### config.mk
export PLATFORM = sky130hd
export DESIGN_NAME = pooled_linked_stack
export DESIGN_NICKNAME = d
export VERILOG_FILES = /design/src/hdl/plsk_pkg.sv /design/src/hdl/plsk_ctrl.sv /design/src/hdl/plsk_dp.sv /design/src/hdl/pooled_linked_stack.sv
export SDC_FILE = /design/constraint.sdc
export NUM_CORES = 1
export LEC_CHECK = 0
export BUFFER_PORTS_ARGS = -buffer_cell sky130_fd_sc_hd__buf_2
export CAP_MARGIN = 20
export CORE_ASPECT_RATIO = 1.5
export CORE_MARGIN = 2
export CORE_UTILIZATION = 60
export CTS_BUF_LIST = sky130_fd_sc_hd__clkbuf_8
export DETAILED_ROUTE_END_ITERATION = 7
export PLACE_DENSITY = 0.77
export SYNTH_ARGS = -nofsm -noshare
export SYNTH_HDL_FRONTEND = slang
export SYNTH_SLANG_ARGS = --single-unit
### constraint.sdc
create_clock -name clk_i -period 7.05 [get_ports clk_i]
set_input_delay 0.3525 -clock clk_i [delete_from_list [all_inputs] [get_ports clk_i]]
set_output_delay 0.3525 -clock clk_i [all_outputs]
set_load 0.1 [all_outputs]
### src/hdl/plsk_pkg.sv
// types, codes and constants shared by the pooled linked stack modules
package plsk_pkg;

  // request codes
  localparam logic REQ_INSERT = 1'b0;
  localparam logic REQ_DELETE = 1'b1;

  // result status codes
  localparam logic [1:0] STATUS_DONE  = 2'd0;
  localparam logic [1:0] STATUS_FULL  = 2'd1;
  localparam logic [1:0] STATUS_EMPTY = 2'd2;

  // value left in a freed slot
  localparam logic [7:0] SPACE_CHAR = 8'h20;

  // input transaction payload
  typedef struct packed {
    logic       req_type;
    logic [7:0] item;
  } req_t;

  // output transaction payload
  typedef struct packed {
    logic [1:0] status;
    logic [3:0] slot;
    logic [7:0] removed_item;
    logic       head_valid;
    logic [3:0] head_slot;
  } rsp_t;

  // commands from the controller to the datapath
  typedef struct packed {
    logic load;    // take the request and launch the link and element reads
    logic commit;  // update heads, write the stores and load the result
  } cmd_t;

endpackage

### src/hdl/plsk_ctrl.sv
// controller state machine for the pooled linked stack
module plsk_ctrl (
  input  logic          clk_i,
  input  logic          rst_ni,
  input  logic          in_valid_i,
  output logic          in_stall_o,
  output logic          out_valid_o,
  input  logic          out_stall_i,
  output plsk_pkg::cmd_t cmd_o
);

  typedef enum logic {
    ST_IDLE,
    ST_EXEC
  } state_e;

  state_e state_q, state_d;
  logic   out_valid_q, out_valid_d;
  logic   accept;
  logic   commit;

  // handshake and commands
  assign in_stall_o  = (state_q != ST_IDLE);
  assign accept      = in_valid_i && (state_q == ST_IDLE);
  assign commit      = (state_q == ST_EXEC) && (!out_valid_q || !out_stall_i);
  assign out_valid_o = out_valid_q;
  assign cmd_o.load   = accept;
  assign cmd_o.commit = commit;

  // next state and output valid
  always_comb begin
    state_d     = state_q;
    out_valid_d = out_valid_q;
    if (out_valid_q && !out_stall_i) begin
      out_valid_d = 1'b0;
    end
    case (state_q)
      ST_IDLE: begin
        if (accept) begin
          state_d = ST_EXEC;
        end
      end
      ST_EXEC: begin
        if (commit) begin
          state_d     = ST_IDLE;
          out_valid_d = 1'b1;
        end
      end
      default: begin
        state_d = ST_IDLE;
      end
    endcase
  end

  // state and registered outputs
  always_ff @(posedge clk_i or negedge rst_ni) begin
    if (!rst_ni) begin
      state_q     <= ST_IDLE;
      out_valid_q <= 1'b0;
    end else begin
      state_q     <= state_d;
      out_valid_q <= out_valid_d;
    end
  end

endmodule

### src/hdl/plsk_dp.sv
// datapath: slot stores, list and free heads, result register
module plsk_dp #(
  parameter int SLOTS = 16
) (
  input  logic           clk_i,
  input  logic           rst_ni,
  input  plsk_pkg::cmd_t cmd_i,
  input  plsk_pkg::req_t in_req_i,
  output plsk_pkg::rsp_t out_rsp_o
);

  localparam int IW = $clog2(SLOTS);

  // stores: element bytes and links (valid bit over index)
  logic [7:0]  elem_mem [SLOTS];
  logic [IW:0] link_mem [SLOTS];

  // heads and count of never-used slots (slots below it are untouched)
  logic [IW-1:0] free_head_q, free_head_d;
  logic          free_ok_q, free_ok_d;
  logic [IW-1:0] list_head_q, list_head_d;
  logic          list_ok_q, list_ok_d;
  logic [IW:0]   fresh_q, fresh_d;

  plsk_pkg::req_t req_q;
  plsk_pkg::rsp_t rsp_q, rsp_d;
  logic [IW:0]    link_rd_q;
  logic [7:0]     elem_rd_q;
  logic [IW-1:0]  rd_addr;

  logic          wr_en;
  logic [IW-1:0] wr_addr;
  logic [7:0]    wr_elem;
  logic [IW:0]   wr_link;

  // low four bits of a slot index, zero extended when narrower
  function automatic logic [3:0] lo4(input logic [IW-1:0] v);
    logic [IW+3:0] e;
    e = (IW+4)'(v);
    return e[3:0];
  endfunction

  assign rd_addr = (in_req_i.req_type == plsk_pkg::REQ_INSERT) ? free_head_q : list_head_q;

  // operation on the latched request and the read data
  always_comb begin
    free_head_d = free_head_q;
    free_ok_d   = free_ok_q;
    list_head_d = list_head_q;
    list_ok_d   = list_ok_q;
    fresh_d     = fresh_q;
    wr_en       = 1'b0;
    wr_addr     = free_head_q;
    wr_elem     = req_q.item;
    wr_link     = {list_ok_q, list_head_q};
    rsp_d       = '0;
    if (req_q.req_type == plsk_pkg::REQ_INSERT) begin
      if (!free_ok_q) begin
        rsp_d.status = plsk_pkg::STATUS_FULL;
      end else begin
        // pop the free front; an untouched slot links to the one below it
        if ({1'b0, free_head_q} < fresh_q) begin
          free_head_d = free_head_q - 1'b1;
          free_ok_d   = (free_head_q != '0);
          fresh_d     = {1'b0, free_head_q};
        end else begin
          free_head_d = link_rd_q[IW-1:0];
          free_ok_d   = link_rd_q[IW];
        end
        wr_en        = 1'b1;
        wr_addr      = free_head_q;
        wr_elem      = req_q.item;
        wr_link      = {list_ok_q, list_head_q};
        list_head_d  = free_head_q;
        list_ok_d    = 1'b1;
        rsp_d.status = plsk_pkg::STATUS_DONE;
        rsp_d.slot   = lo4(free_head_q);
      end
    end else begin
      if (!list_ok_q) begin
        rsp_d.status = plsk_pkg::STATUS_EMPTY;
      end else begin
        // unlink the list front and push it on the free list
        list_head_d        = link_rd_q[IW-1:0];
        list_ok_d          = link_rd_q[IW];
        wr_en              = 1'b1;
        wr_addr            = list_head_q;
        wr_elem            = plsk_pkg::SPACE_CHAR;
        wr_link            = {free_ok_q, free_head_q};
        free_head_d        = list_head_q;
        free_ok_d          = 1'b1;
        rsp_d.status       = plsk_pkg::STATUS_DONE;
        rsp_d.slot         = lo4(list_head_q);
        rsp_d.removed_item = elem_rd_q;
      end
    end
    rsp_d.head_valid = list_ok_d;
    rsp_d.head_slot  = list_ok_d ? lo4(list_head_d) : 4'd0;
  end

  // head registers
  always_ff @(posedge clk_i or negedge rst_ni) begin
    if (!rst_ni) begin
      free_head_q <= IW'(SLOTS - 1);
      free_ok_q   <= 1'b1;
      list_head_q <= '0;
      list_ok_q   <= 1'b0;
      fresh_q     <= (IW+1)'(SLOTS);
    end else if (cmd_i.commit) begin
      free_head_q <= free_head_d;
      free_ok_q   <= free_ok_d;
      list_head_q <= list_head_d;
      list_ok_q   <= list_ok_d;
      fresh_q     <= fresh_d;
    end
  end

  // request and result payload registers
  always_ff @(posedge clk_i) begin
    if (cmd_i.load) begin
      req_q <= in_req_i;
    end
    if (cmd_i.commit) begin
      rsp_q <= rsp_d;
    end
  end

  // store reads at accept, writes at commit
  always_ff @(posedge clk_i) begin
    if (cmd_i.load) begin
      link_rd_q <= link_mem[rd_addr];
      elem_rd_q <= elem_mem[list_head_q];
    end
    if (cmd_i.commit && wr_en) begin
      link_mem[wr_addr] <= wr_link;
      elem_mem[wr_addr] <= wr_elem;
    end
  end

  assign out_rsp_o = rsp_q;

endmodule

### src/hdl/pooled_linked_stack.sv
// top level of the pooled linked stack: controller plus datapath
//
//  channel  signals                         transaction
//  in       in_valid_i, in_stall_o, in_req_i   one insert or delete request
//  out      out_valid_o, out_stall_i, out_rsp_o one result per request
//
// each request reads the link and element from the slot stores in the accept
// cycle, then updates the heads and writes the stores at commit.
// a finished result waits in the output register; the next request is taken
// while it waits, and its commit holds until that register is free.
// reset sets the heads and the count of untouched slots only, so no
// clearing pass runs and requests are taken right after reset.
module pooled_linked_stack #(
  parameter int SLOTS = 16
) (
  input  logic           clk_i,
  input  logic           rst_ni,
  input  logic           in_valid_i,
  output logic           in_stall_o,
  input  plsk_pkg::req_t in_req_i,
  output logic           out_valid_o,
  input  logic           out_stall_i,
  output plsk_pkg::rsp_t out_rsp_o
);

  plsk_pkg::cmd_t cmd;

  // sequencing and handshake
  plsk_ctrl u_ctrl (
    .clk_i       (clk_i),
    .rst_ni      (rst_ni),
    .in_valid_i  (in_valid_i),
    .in_stall_o  (in_stall_o),
    .out_valid_o (out_valid_o),
    .out_stall_i (out_stall_i),
    .cmd_o       (cmd)
  );

  // slot stores and heads
  plsk_dp #(
    .SLOTS (SLOTS)
  ) u_dp (
    .clk_i     (clk_i),
    .rst_ni    (rst_ni),
    .cmd_i     (cmd),
    .in_req_i  (in_req_i),
    .out_rsp_o (out_rsp_o)
  );

endmodule
==> results of run 1 <==
## sequential cells by signal, indices dropped and copies added (netlist names)
| register | cells |
|---|---|
| u_ctrl.out_valid_o | 1 |
| u_dp.out_rsp_o | 19 |
| u_dp.link_rd_q | 5 |
| u_dp.req_q | 9 |
| u_dp.fresh_q | 5 |
| u_dp.elem_rd_q | 8 |
| u_dp.elem_mem | 128 |
| u_dp.list_head_q | 4 |
| u_dp.free_head_q | 4 |
| u_ctrl.in_stall_o | 1 |
| u_dp.list_ok_q | 1 |
| u_dp.link_mem | 80 |
| u_dp.free_ok_q | 1 |
## metal layers
metal / share of wire (%) / vias up
li1: - / 2406
met1: 35 / 2852
met2: 51 / 269
met3: 6.9 / 78
met4: 6.6 / 2
met5: 0.058 / -
## final timing paths
path                                              from                               to  slack [ps]
hold / removal                             in_req_i[0]          u_dp.req_q[0]$_DFFE_PP_          30
max in group asynchronous                       rst_ni  u_dp.free_head_q[2]$_DFFE_PN1P_        6410
setup / recovery               u_dp.req_q[8]$_DFFE_PP_    u_dp.elem_mem[1][6]$_DFFE_PP_        3790
setup reg to reg               u_dp.req_q[8]$_DFFE_PP_    u_dp.elem_mem[1][6]$_DFFE_PP_        3790
min in group asynchronous                       rst_ni  u_dp.list_head_q[3]$_DFFE_PN0P_         310
hold reg to reg            u_dp.fresh_q[4]$_DFFE_PN1P_      u_dp.fresh_q[4]$_DFFE_PN1P_         500
## final cells by class
class	count	area, um^2	share of cell area [%]
Clock buffer	40	551	4.63
Clock inverter	23	119	1.00
Inverter	12	45.0	0.379
Multi-Input combinational cell	255	2530	21.3
Sequential cell	266	7910	66.6
Tap cell	213	267	2.24
Timing Repair Buffer	64	454	3.82
## synth_stat cells, drive strengths merged (7+ instances only)
cell type / number
mux4: 58
nor2b: 9
inv: 12
dfrtp: 11
buf: 13
clkbuf: 21
nor2: 25
edfxtp: 249
mux2i: 9
and2: 9
a22oi: 12
nand2: 36
and3: 12
a21oi: 7
o21ai: 25
## cells by family (layout without fill, tap and decap cells)
logic type,Yosys count,after routing,synth area share (%)
AO/OA/AOI/OAI,69,69,4.37
XOR/XNOR,1,1,0.0824
adder cells (fa/ha/maj),4,4,0.471
buffers and inverters,46,139,1.88
flip-flops,266,266,74.4
multiplexers,73,73,13.8
AND/OR/NAND/NOR,108,108,4.93
## through the flow
| stage | util, % | instance area [um^2] | std cells | hold slack (ps) |
|---|---|---|---|---|
| finish | 68.5 | 11900 | 873 | 29.6 |
| global route | 68.5 | 11900 | 873 | 7.91 |
| CTS | 67.7 | 11800 | 860 | 2.27 |
| detailed placement | 63.6 | 11000 | 792 | 306 |
| global placement | 63.3 | 11000 | 786 | 295 |
| floorplan | - | 10600 | 567 | 56.9 |
## report_power, final
group | switching [mW] | internal (mW)
Sequential | 0.152 | 2.05
Combinational | 0.957 | 0.571
Clock | 0.522 | 0.557
## what timing repair did
action / CTS / global route
setup endpoints to repair: 0 / 0
endpoints found under the hold margin: 15 / 2
hold buffers: 5 / 2
resized for setup: 0 / 0
==> metrics, run 1 <==
mean post-synth cell area=18.7 um^2; Post-synth EDFFs=249; Main synth FF type=edfxtp_1; HPWL after detailed placement=14,900 um; M2 GR Usage=41.0%; period utilization=46.2%; antenna cells=0; Crit path depth=6; gp weighted congestion=0.979; worst-path fanout max=24; CTS clk-pin slew, worst paths=60 ps; clock period minus worst slack=3260 ps; status=finished, final reports clean; Die Span Y=167 um; GR Overflow Total=0; Top Usage Layer GRT=met2; die footprint=18,800 um^2; largest area contributor in the netlist=edfxtp_1; most frequent cells in the layout=edfxtp_1 (249), mux4_2 (57), clkbuf_8 (40); synth unique cells=45; clk buf depth=3; Setup Buffers After CTS=0; synth warn=0; Synth area leaders=edfxtp_1 (70%), mux4_2 (12%), dfrtp_1 (2.6%), dfstp_2 (1.5%), nand2_1 (1.3%); worst hold path depth=1; ys async rst share=6.39%; # IOs=34; via count=5,607; area grow syn2layout=11.8%; Slew HR=34.7%; RSZ-0062 raised after global routing=false; WP data required=7260 ps; worst-margin pin slew=980 ps; commonest non-fill, non-tap cell in the layout=edfxtp_1; max frequency=307 MHz; min-delay worst type=in -> reg; Final setup viols=0; Fill cells=1,086; met3 Usage GRT=4.48%; Static Leak=4.06 nW; Port Buf Inserts=33; vias in the first global route=5,655; met1 usage=30.1%; CTS tree=built; CTS Sinks=266; H-tree level count=2; vias per cell=6.42; pre-CTS WS=3570 ps; initial core utilization=61.2%; first-pass detailed-route iteration total=5; WS Path Type=reg -> reg; ratio of cells with drive above 1 in the final layout=27.0%; CP peak stage delay=710 ps; DRT Wirelength=22,400 um; final hold viol count=0; initial antenna violation count=1; delay-heaviest family, CP=simple AND/OR/NAND/NOR gates; share of the synthesized area in the top cell type=70.4%; worst path bufs/invs=1; R2R depth=6; DRT iter0 DRCs=582; Critical Path AT=3470 ps; post-synthesis sequential area ratio=74.4%; Tot Pwr=4.81 mW; Clock Latency Late Sink=520 ps; final setup skew=27.9 ps; maximum vdd drop=383 uV; startpoint class of the critical path=register; Setup crit end kind=register; root buffer cell=clkbuf_8; wire per inst=25.7 um; most used cell, CP=nor2_1; Final ANT Viol Nets=0; Synth Register Bits=266; Final nets=654; largest net degree at the start of global routing=45; PnR worst setup slack=3790 ps; total CTS buffers=38; Synth Net Count=584; Slew Viols, Final=0; DRC Markers=0; Core ar.=17,300 um^2; # rows=59; die width=113 um; global-route wire length before repair=34,100 um; TNS Setup=0 ps; max-cap violation count=0; gr usage total=24.7%; mapped cell area=10,600 um^2; Worst path slowest cell=edfxtp_1; post-synthesis cell count=567; CP Cell Sequence=and2_1, nor2_1, nor2_1, nand2_1, nor2_1, buf_6; power density over the cells=404 nW/um^2
Power figures use the tool's default switching activity.
==> inputs of run 2 (changes only) <==
clock period = 3 ns   (was 7.05 ns; I/O delays follow)
==> metrics, run 2 (synthesized netlist as in run 1, its figures left out) <==
status=finished, final reports clean; RSZ-0062 raised after global routing=false; PnR worst setup slack=601 ps; initial core utilization=61.2%; GR Overflow Total=0; Placed Instance Area=11,300 um^2; Port Buf Inserts=33; Core ar.=17,300 um^2; RR Endpoint=u_dp.elem_mem[5][2]$_DFFE_PP_; pre-CTS WS=386 ps; initial antenna violation count=0; placed insts=825; Final ANT Viol Nets=0; H-tree level count=2; worst reg2reg path startpoint=u_dp.free_ok_q$_DFFE_PN1P_; Tot Pwr=11.2 mW; most frequent cells in the layout=edfxtp_1 (249), mux4_2 (57), clkbuf_8 (42), buf_4 (42), nand2_1 (36); R2R depth=6; HPWL after detailed placement=14,200 um; Final Non-Filler Cells=906; power density over the cells=926 nW/um^2; area grow syn2layout=14.1%; CP endpoint=u_dp.elem_mem[5][2]$_DFFE_PP_; wire per inst=23.9 um; # rows=59; largest register by flop count=u_dp.elem_mem; via count=5,647; Setup Buffers After CTS=0; crit path from=u_dp.free_ok_q$_DFFE_PN1P_; commonest non-fill, non-tap cell in the layout=edfxtp_1; Slew HR=46.6%; DRT Wirelength=21,600 um; gr usage total=23.6%; max frequency=417 MHz; WS Path Type=reg -> reg; min-delay worst type=in -> reg; Final nets=680; TNS Setup=0 ps; vias in the first global route=5,870; period utilization=80.0%; die width=113 um; ratio of cells with drive above 1 in the final layout=29.7%; final setup skew=15.6 ps; global-route wire length before repair=33,200 um; CTS clk-pin slew, worst paths=70 ps; fin area=12,100 um^2; antenna cells=0; die footprint=18,800 um^2; DRT iter0 DRCs=705; gp weighted congestion=0.884; max FFs per register=128; largest net degree at the start of global routing=37; WP data required=3230 ps; # IOs=34; DRC Markers=0; max-cap violation count=0; CTS tree=built; reg2reg setup slack=600 ps; total CTS buffers=38; Critical Path AT=2630 ps; Die Span Y=167 um; clk buf depth=3; first-pass detailed-route iteration total=5; Slew Viols, Final=0; maximum vdd drop=815 uV; CTS Sinks=266; Final setup viols=0; worst-path fanout max=7; final hold viol count=0; clock period minus worst slack=2400 ps; root buffer cell=clkbuf_8; Static Leak=4.21 nW; Clock Latency Late Sink=520 ps; worst-margin pin slew=793 ps; vias per cell=6.23; Setup crit end kind=register; startpoint class of the critical path=register
-- run 2: changes by cell type in the layout (fill, tap and decap cells not counted), moves of 3 or more --
cell,before,now
buf_6,5,2
buf_4,18,42
buf_12,0,3
clkinv_1,6,9
dlygate4sd3_1,7,10
clkinv_2,2,5
-- run 2: how the worst min path moves through the flow --
| stage | from | end | cells after the start |
|---|---|---|---|
| 6_report | in_req_i[8] | u_dp.req_q[8]$_DFFE_PP_ | 1 |
| 5_1_grt | in_req_i[8] | u_dp.req_q[8]$_DFFE_PP_ | 1 |
| 4_1_cts | in_req_i[8] | u_dp.req_q[8]$_DFFE_PP_ | 1 |
| 3_5_place_dp | rst_ni | u_dp.fresh_q[0]$_DFFE_PN0P_ | 1 |
| 3_3_place_gp | rst_ni | u_dp.fresh_q[0]$_DFFE_PN0P_ | 1 |
| 2_1_floorplan | rst_ni | u_ctrl.in_stall_o$_DFF_PN0_ | 0 |
-- run 2: metal layers --
layer  up-vias  part of all wire [%]  track usage [%]
met2       255                    53             40.5
met3        66                   6.2             3.17
met4         0                   4.4             10.8
li1       2466                     -                -
met1      2860                    37             30.2
met5         -                     0                0
-- run 2: area by class of cell --
cell class	instances	area (um^2)
Clock inverter	28	121
Fill cell	1037	5230
Clock buffer	42	578
Multi-Input combinational cell	255	2530
Timing Repair Buffer	90	663
Sequential cell	266	7910
Tap cell	213	267
Inverter	12	45.0
-- run 2: worst max-delay path, stage by stage (launching register included) --
cell and delay (ps):
dfstp_2 570, nor2b_1 180, nor2_1 80, nor2_1 220, o21ai_0 240, nor2_1 590
buf_6 230
-- run 2: power by group --
group          leakage [nW]  switching, mW  internal [mW]
combinational          1.33           2.07           1.42
clock                 0.409           1.30           1.30
sequential             2.47          0.324           4.81
-- run 2: what timing repair did --
action                                 CTS  global route
setup endpoints to repair                0             0
resized for setup                        0             0
hold buffers                            10             0
endpoints found under the hold margin   27             0
-- run 2: metrics by stage --
stage	hold slack, ps	utilization, %
3_5_place_dp	106	65.2
6_report	70.2	69.9
3_3_place_gp	97.2	65.1
2_1_floorplan	-146	-
4_1_cts	57.4	69.8
5_1_grt	78.3	69.9
